[config.mk]
export PLATFORM = sky130hd
export DESIGN_NAME = injector_and_filter_tick_sequencer_unit
export DESIGN_NICKNAME = d
export VERILOG_FILES = /design/src/hdl/iftsu_pkg.sv /design/src/hdl/iftsu_channel.sv /design/src/hdl/iftsu_filter.sv /design/src/hdl/injector_and_filter_tick_sequencer_unit.sv
export SDC_FILE = /design/constraint.sdc
export NUM_CORES = 1
export LEC_CHECK = 0
export BUFFER_PORTS_ARGS = -buffer_cell sky130_fd_sc_hd__buf_2
export CAP_MARGIN = 40
export CORE_MARGIN = 1.5
export CORE_UTILIZATION = 50
export DETAILED_ROUTE_END_ITERATION = 6
export PLACE_DENSITY = 0.66
export SLEW_MARGIN = 40
export SYNTH_ARGS = -nofsm -noshare
export SYNTH_HDL_FRONTEND = slang
export SYNTH_SLANG_ARGS = --single-unit
[constraint.sdc]
create_clock -name clk -period 4 [get_ports clk]
set_clock_uncertainty 0.15 [all_clocks]
set_input_delay 0.4 -clock clk [delete_from_list [all_inputs] [get_ports clk]]
set_output_delay 0.4 -clock clk [all_outputs]
set_load 0.01 [all_outputs]
[src/hdl/iftsu_pkg.sv]
`default_nettype none
package iftsu_pkg;

	localparam int CHANNELS = 4;
	localparam int DRIVE_W  = 4;
	localparam int PACKED_CH = 4;

	localparam int CFG_IDX_W  = 3;
	localparam int CFG_DATA_W = 32;

	// configuration register indexes
	localparam logic [CFG_IDX_W-1:0] CFG_ON_PERIODS    = 3'd0;
	localparam logic [CFG_IDX_W-1:0] CFG_OFF_PERIODS   = 3'd1;
	localparam logic [CFG_IDX_W-1:0] CFG_BURST_CYCLES  = 3'd2;
	localparam logic [CFG_IDX_W-1:0] CFG_INJ_ENABLED   = 3'd3;
	localparam logic [CFG_IDX_W-1:0] CFG_FIRST_DELAY   = 3'd4;
	localparam logic [CFG_IDX_W-1:0] CFG_OPEN_TIME     = 3'd5;
	localparam logic [CFG_IDX_W-1:0] CFG_BETWEEN_DELAY = 3'd6;
	localparam logic [CFG_IDX_W-1:0] CFG_REPEAT_DELAY  = 3'd7;

	// action codes
	localparam logic [1:0] ACT_TICK    = 2'd0;
	localparam logic [1:0] ACT_ARM     = 2'd1;
	localparam logic [1:0] ACT_START   = 2'd2;
	localparam logic [1:0] ACT_DISABLE = 2'd3;

	typedef struct packed {
		logic advance;
		logic arm;
	} chan_ctl_t;

	typedef struct packed {
		logic tick;
		logic start;
		logic disable_seq;
	} filt_ctl_t;

	typedef struct packed {
		logic [DRIVE_W-1:0] injector_drive;
		logic [2:0]         filter_valves;
		logic [3:0]         filter_stage;
	} result_t;

	// channels past the packed word read as zero
	function automatic logic [7:0] packed_byte(input logic [31:0] word, input int ch);
		logic [7:0] b;
		b = 8'd0;
		if (ch < PACKED_CH) begin
			b = word[8*ch +: 8];
		end
		return b;
	endfunction

endpackage
`default_nettype wire

[src/hdl/iftsu_channel.sv]
`default_nettype none
module iftsu_channel (
	input  wire logic                clk,
	input  wire logic                arst_n,
	input  wire iftsu_pkg::chan_ctl_t ctl,
	input  wire logic [7:0]          on_period,
	input  wire logic [7:0]          off_period,
	input  wire logic [7:0]          burst,
	output logic                     on_next
);

	logic       on_q;
	logic [7:0] on_cnt_q;
	logic [8:0] off_cnt_q;
	logic [7:0] cyc_cnt_q;

	logic       on_d;
	logic [7:0] on_cnt_d;
	logic [8:0] off_cnt_d;
	logic [7:0] cyc_cnt_d;

	always_comb begin
		on_d      = on_q;
		on_cnt_d  = on_cnt_q;
		off_cnt_d = off_cnt_q;
		cyc_cnt_d = cyc_cnt_q;
		if (ctl.arm) begin
			on_d      = 1'b1;
			on_cnt_d  = 8'd0;
			off_cnt_d = 9'd0;
			cyc_cnt_d = 8'd0;
		end else if (ctl.advance) begin
			if (on_q) begin
				if (on_cnt_q >= on_period) begin
					on_d      = 1'b0;
					on_cnt_d  = 8'd0;
					off_cnt_d = off_cnt_q + 9'd1;
					if (cyc_cnt_q != 8'hFF) begin
						cyc_cnt_d = cyc_cnt_q + 8'd1;
					end
				end else begin
					on_cnt_d = on_cnt_q + 8'd1;
				end
			end else if (off_cnt_q >= {1'b0, off_period}) begin
				if (cyc_cnt_q < burst) begin
					on_d      = 1'b1;
					on_cnt_d  = on_cnt_q + 8'd1;
					off_cnt_d = 9'd0;
				end else begin
					// burst done: hold the off count just past the period
					off_cnt_d = {1'b0, off_period} + 9'd1;
				end
			end else begin
				off_cnt_d = off_cnt_q + 9'd1;
			end
		end
	end

	always_ff @(posedge clk or negedge arst_n) begin
		if (!arst_n) begin
			on_q      <= 1'b0;
			on_cnt_q  <= 8'd0;
			off_cnt_q <= 9'd0;
			cyc_cnt_q <= 8'd0;
		end else begin
			on_q      <= on_d;
			on_cnt_q  <= on_cnt_d;
			off_cnt_q <= off_cnt_d;
			cyc_cnt_q <= cyc_cnt_d;
		end
	end

	assign on_next = on_d;

endmodule
`default_nettype wire

[src/hdl/iftsu_filter.sv]
`default_nettype none
module iftsu_filter (
	input  wire logic                 clk,
	input  wire logic                 arst_n,
	input  wire iftsu_pkg::filt_ctl_t ctl,
	input  wire logic [15:0]          first_delay,
	input  wire logic [15:0]          open_time,
	input  wire logic [15:0]          between_delay,
	input  wire logic [15:0]          repeat_delay,
	output logic [2:0]                valves_next,
	output logic [3:0]                stage_next
);

	typedef enum logic [3:0] {
		ST_IDLE     = 4'd0,
		ST_START    = 4'd1,
		ST_OPEN1    = 4'd2,
		ST_GAP1     = 4'd3,
		ST_OPEN2    = 4'd4,
		ST_GAP2     = 4'd5,
		ST_OPEN3    = 4'd6,
		ST_REPEAT   = 4'd7,
		ST_DISABLED = 4'd8
	} stage_t;

	stage_t      stage_q, stage_d;
	logic [15:0] tick_q, tick_d, tick_inc, limit;
	logic [2:0]  valve_q, valve_d;
	logic        timed;

	always_comb begin
		tick_inc = tick_q + 16'd1;
		timed    = 1'b1;
		case (stage_q)
			ST_START:  limit = first_delay;
			ST_OPEN1:  limit = open_time;
			ST_GAP1:   limit = between_delay;
			ST_OPEN2:  limit = open_time;
			ST_GAP2:   limit = between_delay;
			ST_OPEN3:  limit = open_time;
			ST_REPEAT: limit = repeat_delay;
			default: begin
				limit = 16'd0;
				timed = 1'b0;
			end
		endcase
	end

	always_comb begin
		stage_d = stage_q;
		tick_d  = tick_q;
		valve_d = valve_q;
		if (ctl.start || ctl.disable_seq) begin
			stage_d = ctl.start ? ST_START : ST_DISABLED;
			tick_d  = 16'd0;
			valve_d = 3'd0;
		end else if (ctl.tick) begin
			tick_d = tick_inc;
			if (stage_q == ST_DISABLED) begin
				tick_d = 16'd0;
			end else if (timed && tick_inc == limit) begin
				tick_d = 16'd0;
				case (stage_q)
					ST_START: begin
						valve_d[0] = 1'b1;
						stage_d    = ST_OPEN1;
					end
					ST_OPEN1: begin
						valve_d[0] = 1'b0;
						stage_d    = ST_GAP1;
					end
					ST_GAP1: begin
						valve_d[1] = 1'b1;
						stage_d    = ST_OPEN2;
					end
					ST_OPEN2: begin
						valve_d[1] = 1'b0;
						stage_d    = ST_GAP2;
					end
					ST_GAP2: begin
						valve_d[2] = 1'b1;
						stage_d    = ST_OPEN3;
					end
					ST_OPEN3: begin
						valve_d[2] = 1'b0;
						stage_d    = ST_REPEAT;
					end
					default: stage_d = ST_START;
				endcase
			end
		end
	end

	always_ff @(posedge clk or negedge arst_n) begin
		if (!arst_n) begin
			stage_q <= ST_IDLE;
			tick_q  <= 16'd0;
			valve_q <= 3'd0;
		end else begin
			stage_q <= stage_d;
			tick_q  <= tick_d;
			valve_q <= valve_d;
		end
	end

	assign valves_next = valve_d;
	assign stage_next  = stage_d;

	// at most one filtration valve open at a time
	a_one_valve: assert property (@(posedge clk) disable iff (!arst_n) $onehot0(valve_q))
		else $error("more than one filtration valve open");
	// no valve open while idle or disabled
	a_closed_when_off: assert property (@(posedge clk) disable iff (!arst_n)
		(stage_q == ST_IDLE || stage_q == ST_DISABLED) |-> valve_q == 3'd0)
		else $error("valve open while filtration idle or disabled");

endmodule
`default_nettype wire

[src/hdl/injector_and_filter_tick_sequencer_unit.sv]
`default_nettype none
// Channel   Direction  Handshake                   Payload
// item      in         item_valid / item_stall     action, fertigation_on
// result    out        result_valid / result_stall injector_drive, filter_valves, filter_stage
// config    in         cfg_we                      cfg_index, cfg_data
//
// One result per item; an item can be taken every cycle while item_stall is low.
// The state update for an item happens in the cycle it transfers; its result lands in the
// output register, or in the skid register when the output register is still held.
// item_stall rises only while the skid register is full.
// Reset clears all sequencer state, configuration and both result valid flags; result data is not reset.
module injector_and_filter_tick_sequencer_unit (
	input  wire logic                                clk,
	input  wire logic                                arst_n,
	input  wire logic                                item_valid,
	output logic                                     item_stall,
	input  wire logic [1:0]                          action,
	input  wire logic                                fertigation_on,
	output logic                                     result_valid,
	input  wire logic                                result_stall,
	output logic [iftsu_pkg::DRIVE_W-1:0]            injector_drive,
	output logic [2:0]                               filter_valves,
	output logic [3:0]                               filter_stage,
	input  wire logic                                cfg_we,
	input  wire logic [iftsu_pkg::CFG_IDX_W-1:0]     cfg_index,
	input  wire logic [iftsu_pkg::CFG_DATA_W-1:0]    cfg_data
);

	// configuration registers
	logic [31:0] on_periods_q;
	logic [31:0] off_periods_q;
	logic [31:0] burst_cycles_q;
	logic        inj_enabled_q;
	logic [15:0] first_delay_q;
	logic [15:0] open_time_q;
	logic [15:0] between_delay_q;
	logic [15:0] repeat_delay_q;

	always_ff @(posedge clk or negedge arst_n) begin
		if (!arst_n) begin
			on_periods_q    <= 32'd0;
			off_periods_q   <= 32'd0;
			burst_cycles_q  <= 32'd0;
			inj_enabled_q   <= 1'b0;
			first_delay_q   <= 16'd0;
			open_time_q     <= 16'd0;
			between_delay_q <= 16'd0;
			repeat_delay_q  <= 16'd0;
		end else if (cfg_we) begin
			case (cfg_index)
				iftsu_pkg::CFG_ON_PERIODS:    on_periods_q    <= cfg_data;
				iftsu_pkg::CFG_OFF_PERIODS:   off_periods_q   <= cfg_data;
				iftsu_pkg::CFG_BURST_CYCLES:  burst_cycles_q  <= cfg_data;
				iftsu_pkg::CFG_INJ_ENABLED:   inj_enabled_q   <= cfg_data[0];
				iftsu_pkg::CFG_FIRST_DELAY:   first_delay_q   <= cfg_data[15:0];
				iftsu_pkg::CFG_OPEN_TIME:     open_time_q     <= cfg_data[15:0];
				iftsu_pkg::CFG_BETWEEN_DELAY: between_delay_q <= cfg_data[15:0];
				iftsu_pkg::CFG_REPEAT_DELAY:  repeat_delay_q  <= cfg_data[15:0];
				default: ;
			endcase
		end
	end

	// item transfer and decode
	logic                 push;
	logic                 pop;
	logic                 is_tick;
	iftsu_pkg::chan_ctl_t chan_ctl;
	iftsu_pkg::filt_ctl_t filt_ctl;

	assign push    = item_valid && !item_stall;
	assign is_tick = push && action == iftsu_pkg::ACT_TICK;

	assign chan_ctl.advance = is_tick && inj_enabled_q && fertigation_on;
	assign chan_ctl.arm     = push && action == iftsu_pkg::ACT_ARM;

	assign filt_ctl.tick        = is_tick;
	assign filt_ctl.start       = push && action == iftsu_pkg::ACT_START;
	assign filt_ctl.disable_seq = push && action == iftsu_pkg::ACT_DISABLE;

	// injector channels: each holds its own counters and reports its next on bit
	logic [iftsu_pkg::CHANNELS-1:0] on_next;

	for (genvar c = 0; c < iftsu_pkg::CHANNELS; c++) begin : g_chan
		iftsu_channel u_chan (
			.clk        (clk),
			.arst_n     (arst_n),
			.ctl        (chan_ctl),
			.on_period  (iftsu_pkg::packed_byte(on_periods_q, c)),
			.off_period (iftsu_pkg::packed_byte(off_periods_q, c)),
			.burst      (iftsu_pkg::packed_byte(burst_cycles_q, c)),
			.on_next    (on_next[c])
		);
	end

	// filtration sequencer
	logic [2:0] valves_next;
	logic [3:0] stage_next;

	iftsu_filter u_filter (
		.clk           (clk),
		.arst_n        (arst_n),
		.ctl           (filt_ctl),
		.first_delay   (first_delay_q),
		.open_time     (open_time_q),
		.between_delay (between_delay_q),
		.repeat_delay  (repeat_delay_q),
		.valves_next   (valves_next),
		.stage_next    (stage_next)
	);

	// assemble the result from the post-item state; only the low channels reach the port
	iftsu_pkg::result_t res_d;

	always_comb begin
		res_d = '0;
		for (int c = 0; c < iftsu_pkg::CHANNELS; c++) begin
			if (c < iftsu_pkg::DRIVE_W) begin
				res_d.injector_drive[c] = on_next[c];
			end
		end
		res_d.filter_valves = valves_next;
		res_d.filter_stage  = stage_next;
	end

	// output register plus skid register
	iftsu_pkg::result_t out_q, skid_q;
	logic               out_valid_q, skid_valid_q;

	assign pop        = out_valid_q && !result_stall;
	assign item_stall = skid_valid_q;

	always_ff @(posedge clk or negedge arst_n) begin
		if (!arst_n) begin
			out_valid_q  <= 1'b0;
			skid_valid_q <= 1'b0;
		end else if (pop) begin
			if (skid_valid_q) begin
				// drain the skid entry; no transfer can arrive this cycle
				skid_valid_q <= 1'b0;
			end else begin
				out_valid_q <= push;
			end
		end else if (push) begin
			if (out_valid_q) begin
				skid_valid_q <= 1'b1;
			end else begin
				out_valid_q <= 1'b1;
			end
		end
	end

	always_ff @(posedge clk) begin
		if (pop && skid_valid_q) begin
			out_q <= skid_q;
		end else if (push && (pop || !out_valid_q)) begin
			out_q <= res_d;
		end
		if (push && out_valid_q && !pop) begin
			skid_q <= res_d;
		end
	end

	assign result_valid   = out_valid_q;
	assign injector_drive = out_q.injector_drive;
	assign filter_valves  = out_q.filter_valves;
	assign filter_stage   = out_q.filter_stage;

	// skid entry only exists behind a held output entry
	a_skid_behind_out: assert property (@(posedge clk) disable iff (!arst_n)
		skid_valid_q |-> out_valid_q)
		else $error("skid register full while output register empty");
	// every transfer leaves a result pending
	a_push_gives_result: assert property (@(posedge clk) disable iff (!arst_n)
		push |=> out_valid_q)
		else $error("transfer produced no result");
	// a held skid entry is not lost while the output stays stalled
	a_skid_kept: assert property (@(posedge clk) disable iff (!arst_n)
		(skid_valid_q && result_stall) |=> skid_valid_q)
		else $error("skid entry dropped while output stalled");

endmodule
`default_nettype wire
**After elaboration in Yosys (flattened, before gate mapping)**

Index checks and enable logic that the tools add are counted.
W data, S select, Z words.

- Output and inout bits: 13
- Flip-flop bits (word level): 312
- Bits of input ports: 43
- Logic and storage cells: 282

- Equality and inequality tests: 28
- $lt $le $gt $ge: 12
- Multiplexer cells: 119
- Add/subtract/negate cells: 17
- Reductions and logical operators: 71

Operators with widths:

| cell | count |
|---|---|
| $mux W8 | 44 |
| $mux W9 | 24 |
| $add A8 B1 Y8 const B | 8 |
| $mux W16 | 4 |
| $pmux W16 S4 | 1 |
| $add A8 B1 Y9 const B | 4 |
| $add A9 B1 Y9 const B | 4 |
| $ge A9 B8 Y1 | 4 |
| $reduce_bool A2 Y1 | 17 |
| $ge A8 B8 Y1 | 4 |
| $lt A8 B8 Y1 | 4 |
| $ne A8 B8 Y1 const B | 4 |
| $mux W1 | 31 |
| $reduce_and A2 Y1 | 14 |
| $reduce_bool A3 Y1 | 8 |
| $mux W11 | 2 |
| $mux W4 | 5 |
| $pmux W3 S6 | 1 |
| $add A16 B1 Y16 const B | 1 |
| $eq A16 B16 Y1 | 1 |
| $eq A4 B3 Y1 const B | 4 |
| $reduce_and A4 Y1 | 4 |
| $logic_and A1 B1 Y1 | 13 |
| $eq A3 B3 Y1 const B | 4 |
| other kinds (19) | 37 |

**Logic depth before layout (Yosys ltp)**

- Word-level depth: 11
- Depth in mapped cells: 12
- Gate-level depth less buffers: 11

**Cells and area by module**

Synthesis repeated with hierarchy kept, for this count alone.

- Cells, all modules: 1779
- Area total of the unflattened synthesis: 19018.2 µm²

Modules (own cells, without submodules):

| module | sequential area each (µm²) | area an instance (µm²) | cells an instance | times used |
|---|---|---|---|---|
| iftsu_channel at g_chan[0].u_chan ... | 650.6 | 2429.8 | 273 | 3 |
| injector_and_filter_tick_sequencer_unit | 4739.5 | 7091.8 | 402 | 1 |
| iftsu_channel at g_chan[2].u_chan | 650.6 | 2343.5 | 270 | 1 |
| iftsu_filter | 575.6 | 2293.4 | 288 | 1 |

**Worst setup path before layout**

Ideal clock, no wire load.

- Kind: flip-flop to flip-flop
- Start: register u_filter.tick_q[0]
- End: register out_q (netlist bit filter_stage[2]) (data pin)
- Stages on the path, launching flop included: 12
- Required time: 3590 ps
- Arrival: 3172 ps
- Setup time: 260 ps
- Slack: 417 ps
- Period minus slack after synthesis: 3583 ps
- Path buffers: 1
- Cells stage by stage: dfrtp_1 > ha_1 > nand2_2 > nor4_1 > xnor2_1 > xnor2_1 > or4_4 > or3_1 > buf_2 > o21a_1 > o31a_1 > mux2_4

- Cells in the longest elaborated chain, start to end: 9

RTL lines:

| element | RTL line | RTL |
|---|---|---|
| from (decl) | iftsu_filter.sv:27 | `logic [15:0] tick_q, tick_d, tick_inc, limit;` |
| from (signal assigned) | iftsu_filter.sv:101 | `tick_q <= tick_d;` |
| $add A16 B1 Y16 | iftsu_filter.sv:32 | `tick_inc = tick_q + 16'd1;` |
| $eq A16 B16 Y1 | iftsu_filter.sv:61 | `end else if (timed && tick_inc == limit) begin` |
| $logic_and A1 B1 Y1 | iftsu_filter.sv:61 |  |
| $mux W4 | iftsu_filter.sv:61 |  |
| $mux W4 | iftsu_filter.sv:59 | `if (stage_q == ST_DISABLED) begin` |
| $mux W4 | iftsu_filter.sv:57 | `end else if (ctl.tick) begin` |
| $mux W4 | iftsu_filter.sv:53 | `if (ctl.start \|\| ctl.disable_seq) begin` |
| net stage_next[2] | injector_and_filter_tick_sequencer_unit.sv:98 | `logic [3:0] stage_next;` |
| $mux W11 | injector_and_filter_tick_sequencer_unit.sv:156 | `end else if (push && (pop \|\| !out_valid_q)) begin` |
| $mux W11 | injector_and_filter_tick_sequencer_unit.sv:154 | `if (pop && skid_valid_q) begin` |
| to (signal assigned) | injector_and_filter_tick_sequencer_unit.sv:155 | `out_q <= skid_q;` |
| to (signal assigned) | injector_and_filter_tick_sequencer_unit.sv:157 | `out_q <= res_d;` |
| to (decl) | injector_and_filter_tick_sequencer_unit.sv:127 | `iftsu_pkg::result_t out_q, skid_q;` |

The timed path passes the listed nets, and every way through them passes these cells. The select of a mux whose other input is x is not followed.
A chain may end at the register's enable or synchronous reset.

**Final worst setup path**

Same ends and word-level chain as after synthesis.

==> impl_summary.txt <==
----------------------------------------------------
[GRT]
  Overall routing resource usage ... 0.2332
  Vias in the first global route ... 13.07k
  Total gr overflow ... 0
  Pin count of the biggest net entering global routing ... 95
  First-pass GRT wire length ... 67740 um
  Initial antenna violation count ... 1

[Critical path]
  R2R depth ... 10
  Required time at the endpoint of the critical path ... 4.13 ns
  Total number of cells along the worst setup path ... 10
  Crit path capture type ... flip-flop
  Launch point of the worst reg-to-reg path ... u_filter.tick_q[0]
  CP startpoint kind ... flip-flop
  CP Launch Point ... u_filter.tick_q[0]
  Type of the worst setup path ... flip-flop to flip-flop
  Number of buffer and inverter stages on the critical path ... 0
  Largest fanout on the critical path ... 6
  Dominant delay contributor by cell family on the critical path ... simple AND/OR/NAND/NOR gates
  Worst path slowest cell ... sky130_fd_sc_hd__or4_4
  Crit path capture ... filter_stage[2]
  Arr. time, crit path ... roughly 4.0 ns
  Setup slack of the worst register-to-register path ... around 0.18 ns
  Slowest stage delay, CP ... approximately 0.56 ns
  Sequence of cells on the critical path ... ha_1 -> nand2_2 -> or2_1 -> nor4_2 -> xnor3_1 -> or4_4 -> or3_1 -> o21a_1 -> o31a_1 -> mux2_4
  Critical register-to-register path endpoint ... filter_stage[2]

[STA]
  Final hold violations ... 0
  PnR worst setup slack ... 0.1787 ns
  Max-slew violation count ... 0
  Share of the clock period used by the worst path ... 0.9553
  Transition time at the pin with the least slew margin ... approximately 0.76 ns
  Fin crit period ... approximately 3.8 ns
  Worst hold-check slack ... around 0.017 ns
  Achievable clock frequency ... approximately 0.26 GHz
  Final setup violation count ... 0
  Unrepaired setup endpoints after global routing ... false
  Post-Route Setup TNS ... 0 ns
  Relative slew slack ... 0.4899

[Clocking]
  CTS Hold Buffers Added ... 17
  Number of setup buffers added after CTS ... 0
  Clock root buffer master ... sky130_fd_sc_hd__clkbuf_16
  TritonCTS clock tree ... done
  Skew-Pair Late Insertion Delay ... 0.52 ns
  Bufs on Longest Clock Path ... 3
  Deepest level of the CTS H-tree ... 2
  Post-cts repair resize count ... 0
  Count of clock tree sinks ... roughly 310
  Clock transition at the registers of the reported paths ... ~0.060 ns
  TritonCTS buffer count ... 37

[Die]
  Floorplan Core Area ... 0.03378 mm2
  Starting density of the core ... 0.5116
  Area of the die ... ~0.036 mm2
  I/O pin total ... 56
  DIE HEIGHT ... between 150 and 200 um
  Width of the die ... 188.9 um
  Core Rows ... between 60 and 70

[Power]
  PwrDens ... approximately 500 mW/mm2
  Peak ir drop on the vdd network ... around 0.33 mV
  Static leakage ... between 8 and 9 nW

[Drt]
  Antenna Nets Post-Route ... 0
  DR DRC count ... 0
  Total detailed-routing wirelength ... between 40000 and 50000 um
  DRC marker count from the first detailed-route iteration ... ~1.0k
  Post-DR vias/cell ... around 5.7
  Number of optimization iterations in the first detailed-route pass ... 5
  Vias after detailed routing ... around 13k
  Average wire length per cell after detail routing ... ~17 um

[Synthesis]
  Share of async-settable or async-resettable flops after synthesis ... 0.9295
  Seq/Total Area, Yosys ... 0.4581
  Synth Flop Type ... sky130_fd_sc_hd__dfrtp_1
  Flip-flop and latch count after synthesis ... 312
  Gate count after technology mapping ... approximately 1.8k
  Post-synthesis area per instance ... roughly 10 um2
  Post-synthesis net count ... ~1.9k
  Yosys warns ... 0
  EDFF count, synth ... 22
  Netlist area before placement ... roughly 0.017 mm2
  Netlist cell types ... 79

[Place]
  Pre-CTS setup slack ... between 0.15 and 0.2 ns
  Final RePlAce weighted congestion ... about 0.84
  Half-perimeter wire length after placement ... around 29000 um
  Placed insts ... about 2.2k
  Count of buffers inserted at the top-level ports ... 55

[Layout]
  Fillcell total ... a little under 3k
  Ratio of cells with drive above 1 in the final layout ... 0.1409
  Number of nets in the finished design ... about 2k
  Signed area change from the synthesized netlist to the final layout ... 13.11%
  Highest-count cells in the layout ignoring fill and taps ... sky130_fd_sc_hd__dfrtp_1, sky130_fd_sc_hd__o21ai_0, sky130_fd_sc_hd__nand2_1, sky130_fd_sc_hd__inv_1, sky130_fd_sc_hd__ha_1
  Most common cell after layout, fill and taps aside ... sky130_fd_sc_hd__dfrtp_1
  Final core utilization ... 0.5786
  Layout Cells excl Fill ... ~2.3k

[Run status]
  Run status ... complete, no violations

[Hold path]
  Origin of the worst min-delay path ... cfg_data[30]
  Worst min-delay path category ... input pin to flip-flop

[Job]
  Count of max-cap constraint violations ... 0

----------------------------------------------------
cells by family after synthesis:
group,synth area share
and+or+nand+nor,0.1530
buffers and inverters,0.04489
muxes,0.05705
DFF,0.4581
adders and majority gates,0.07891
xor gates and xnor gates,0.04727
AOI/OAI and AO/OA,0.1608
routing by layer:
layer  global-route usage  up-vias  wire (um)
met5                    0        -          0
met2               0.3681      291      18090
met1               0.3380     6451      19370
met3              0.03540       59       2192
li1                     -     6470          -
met4              0.05617        0        720
worst min path at each step:
stage / end / slack [ns] / cells past startpoint
after floorplan: between_delay_q[0] / -0.05 / 0
after global placement: g_chan[2].u_chan.off_cnt_q[2] / 0.29 / 1
after detailed placement: g_chan[2].u_chan.off_cnt_q[2] / 0.30 / 1
after CTS: on_periods_q[30] / 0.002 / 3
after global routing: burst_cycles_q[30] / 0.01 / 3
final: burst_cycles_q[30] / 0.02 / 3
synthesized netlist by cell type, drive strengths merged (6+ instances only):
library cell | count | area (um2)
a211oi | 9 | 67.56
a21o | 23 | 172.7
a21oi | 59 | 295.3
a22o | 8 | 70.07
a22oi | 14 | 105.1
a31oi | 20 | 125.1
and2 | 19 | 118.9
and3 | 32 | 200.2
buf | 13 | 81.32
clkbuf | 55 | 206.5
dfrtp | 290 | 7257
edfxtp | 22 | 660.6
ha | 109 | 1364
inv | 130 | 488.0
mux2 | 81 | 915.9
mux2i | 7 | 70.07
nand2 | 157 | 594.3
nand2b | 26 | 162.7
nand3 | 70 | 355.3
nand4 | 24 | 150.1
nor2 | 101 | 386.6
nor2b | 18 | 112.6
nor3 | 31 | 155.2
nor3b | 8 | 60.06
nor4 | 15 | 106.4
o211ai | 7 | 52.55
o21a | 10 | 75.07
o21ai | 170 | 850.8
o22ai | 16 | 106.4
o2bb2ai | 13 | 113.9
o31ai | 7 | 57.55
o32a | 17 | 170.2
o32ai | 11 | 96.34
or2 | 6 | 37.54
or3 | 19 | 123.9
xnor2 | 64 | 560.5
xor2 | 24 | 210.2
final cells by class:
class | instances | area [um2] | area share
multi-input cells | 1251 | 8620 | 0.4409
flip-flops and latches | 312 | 7918 | 0.4050
clock buffers | 50 | 1045 | 0.05344
repair buffers | 111 | 780.7 | 0.03994
well taps | 448 | 560.5 | 0.02867
inverters | 130 | 488.0 | 0.02496
clock inverters | 13 | 130.1 | 0.006656
diodes | 3 | 7.507 | 0.0003840
where the power goes:
part | switching, mW | total (mW) | internal, mW | leakage, nW
sequential | 0.365 | 4.09 | 3.73 | 3.90
combinational | 1.29 | 2.31 | 1.01 | 4.16
clock | 1.32 | 3.28 | 1.96 | 0.574
total | 2.98 | 9.67 | 6.70 | 8.63
stage by stage:
step,total power [mW],area [um2]
floorplan,5.690,17280
global placement,6.334,18140
detailed placement,6.423,18160
CTS,9.752,19510
global route,10.25,19540
finish,9.674,19550
sequential cells by signal, indices dropped and copies added, names as in the netlist, 11 cells and up:
register / cells
burst_cycles_q: 32
first_delay_q: 16
g_chan.u_chan.cyc_cnt_q: 32
repeat_delay_q: 16
open_time_q: 16
on_periods_q: 32
off_periods_q: 32
between_delay_q: 16
skid_q: 11
g_chan.u_chan.off_cnt_q: 36
u_filter.tick_q: 16
g_chan.u_chan.on_cnt_q: 32
worst register-to-register path, stage by stage (launching register included):
cell                      delay [ns]
sky130_fd_sc_hd__dfrtp_1        0.42
sky130_fd_sc_hd__ha_1           0.32
sky130_fd_sc_hd__nand2_2        0.11
sky130_fd_sc_hd__or2_1          0.26
sky130_fd_sc_hd__nor4_2         0.28
sky130_fd_sc_hd__xnor3_1        0.25
sky130_fd_sc_hd__or4_4          0.56
sky130_fd_sc_hd__or3_1          0.43
sky130_fd_sc_hd__o21a_1         0.22
sky130_fd_sc_hd__o31a_1         0.31
sky130_fd_sc_hd__mux2_4         0.26
Power figures use the tool's default switching activity.
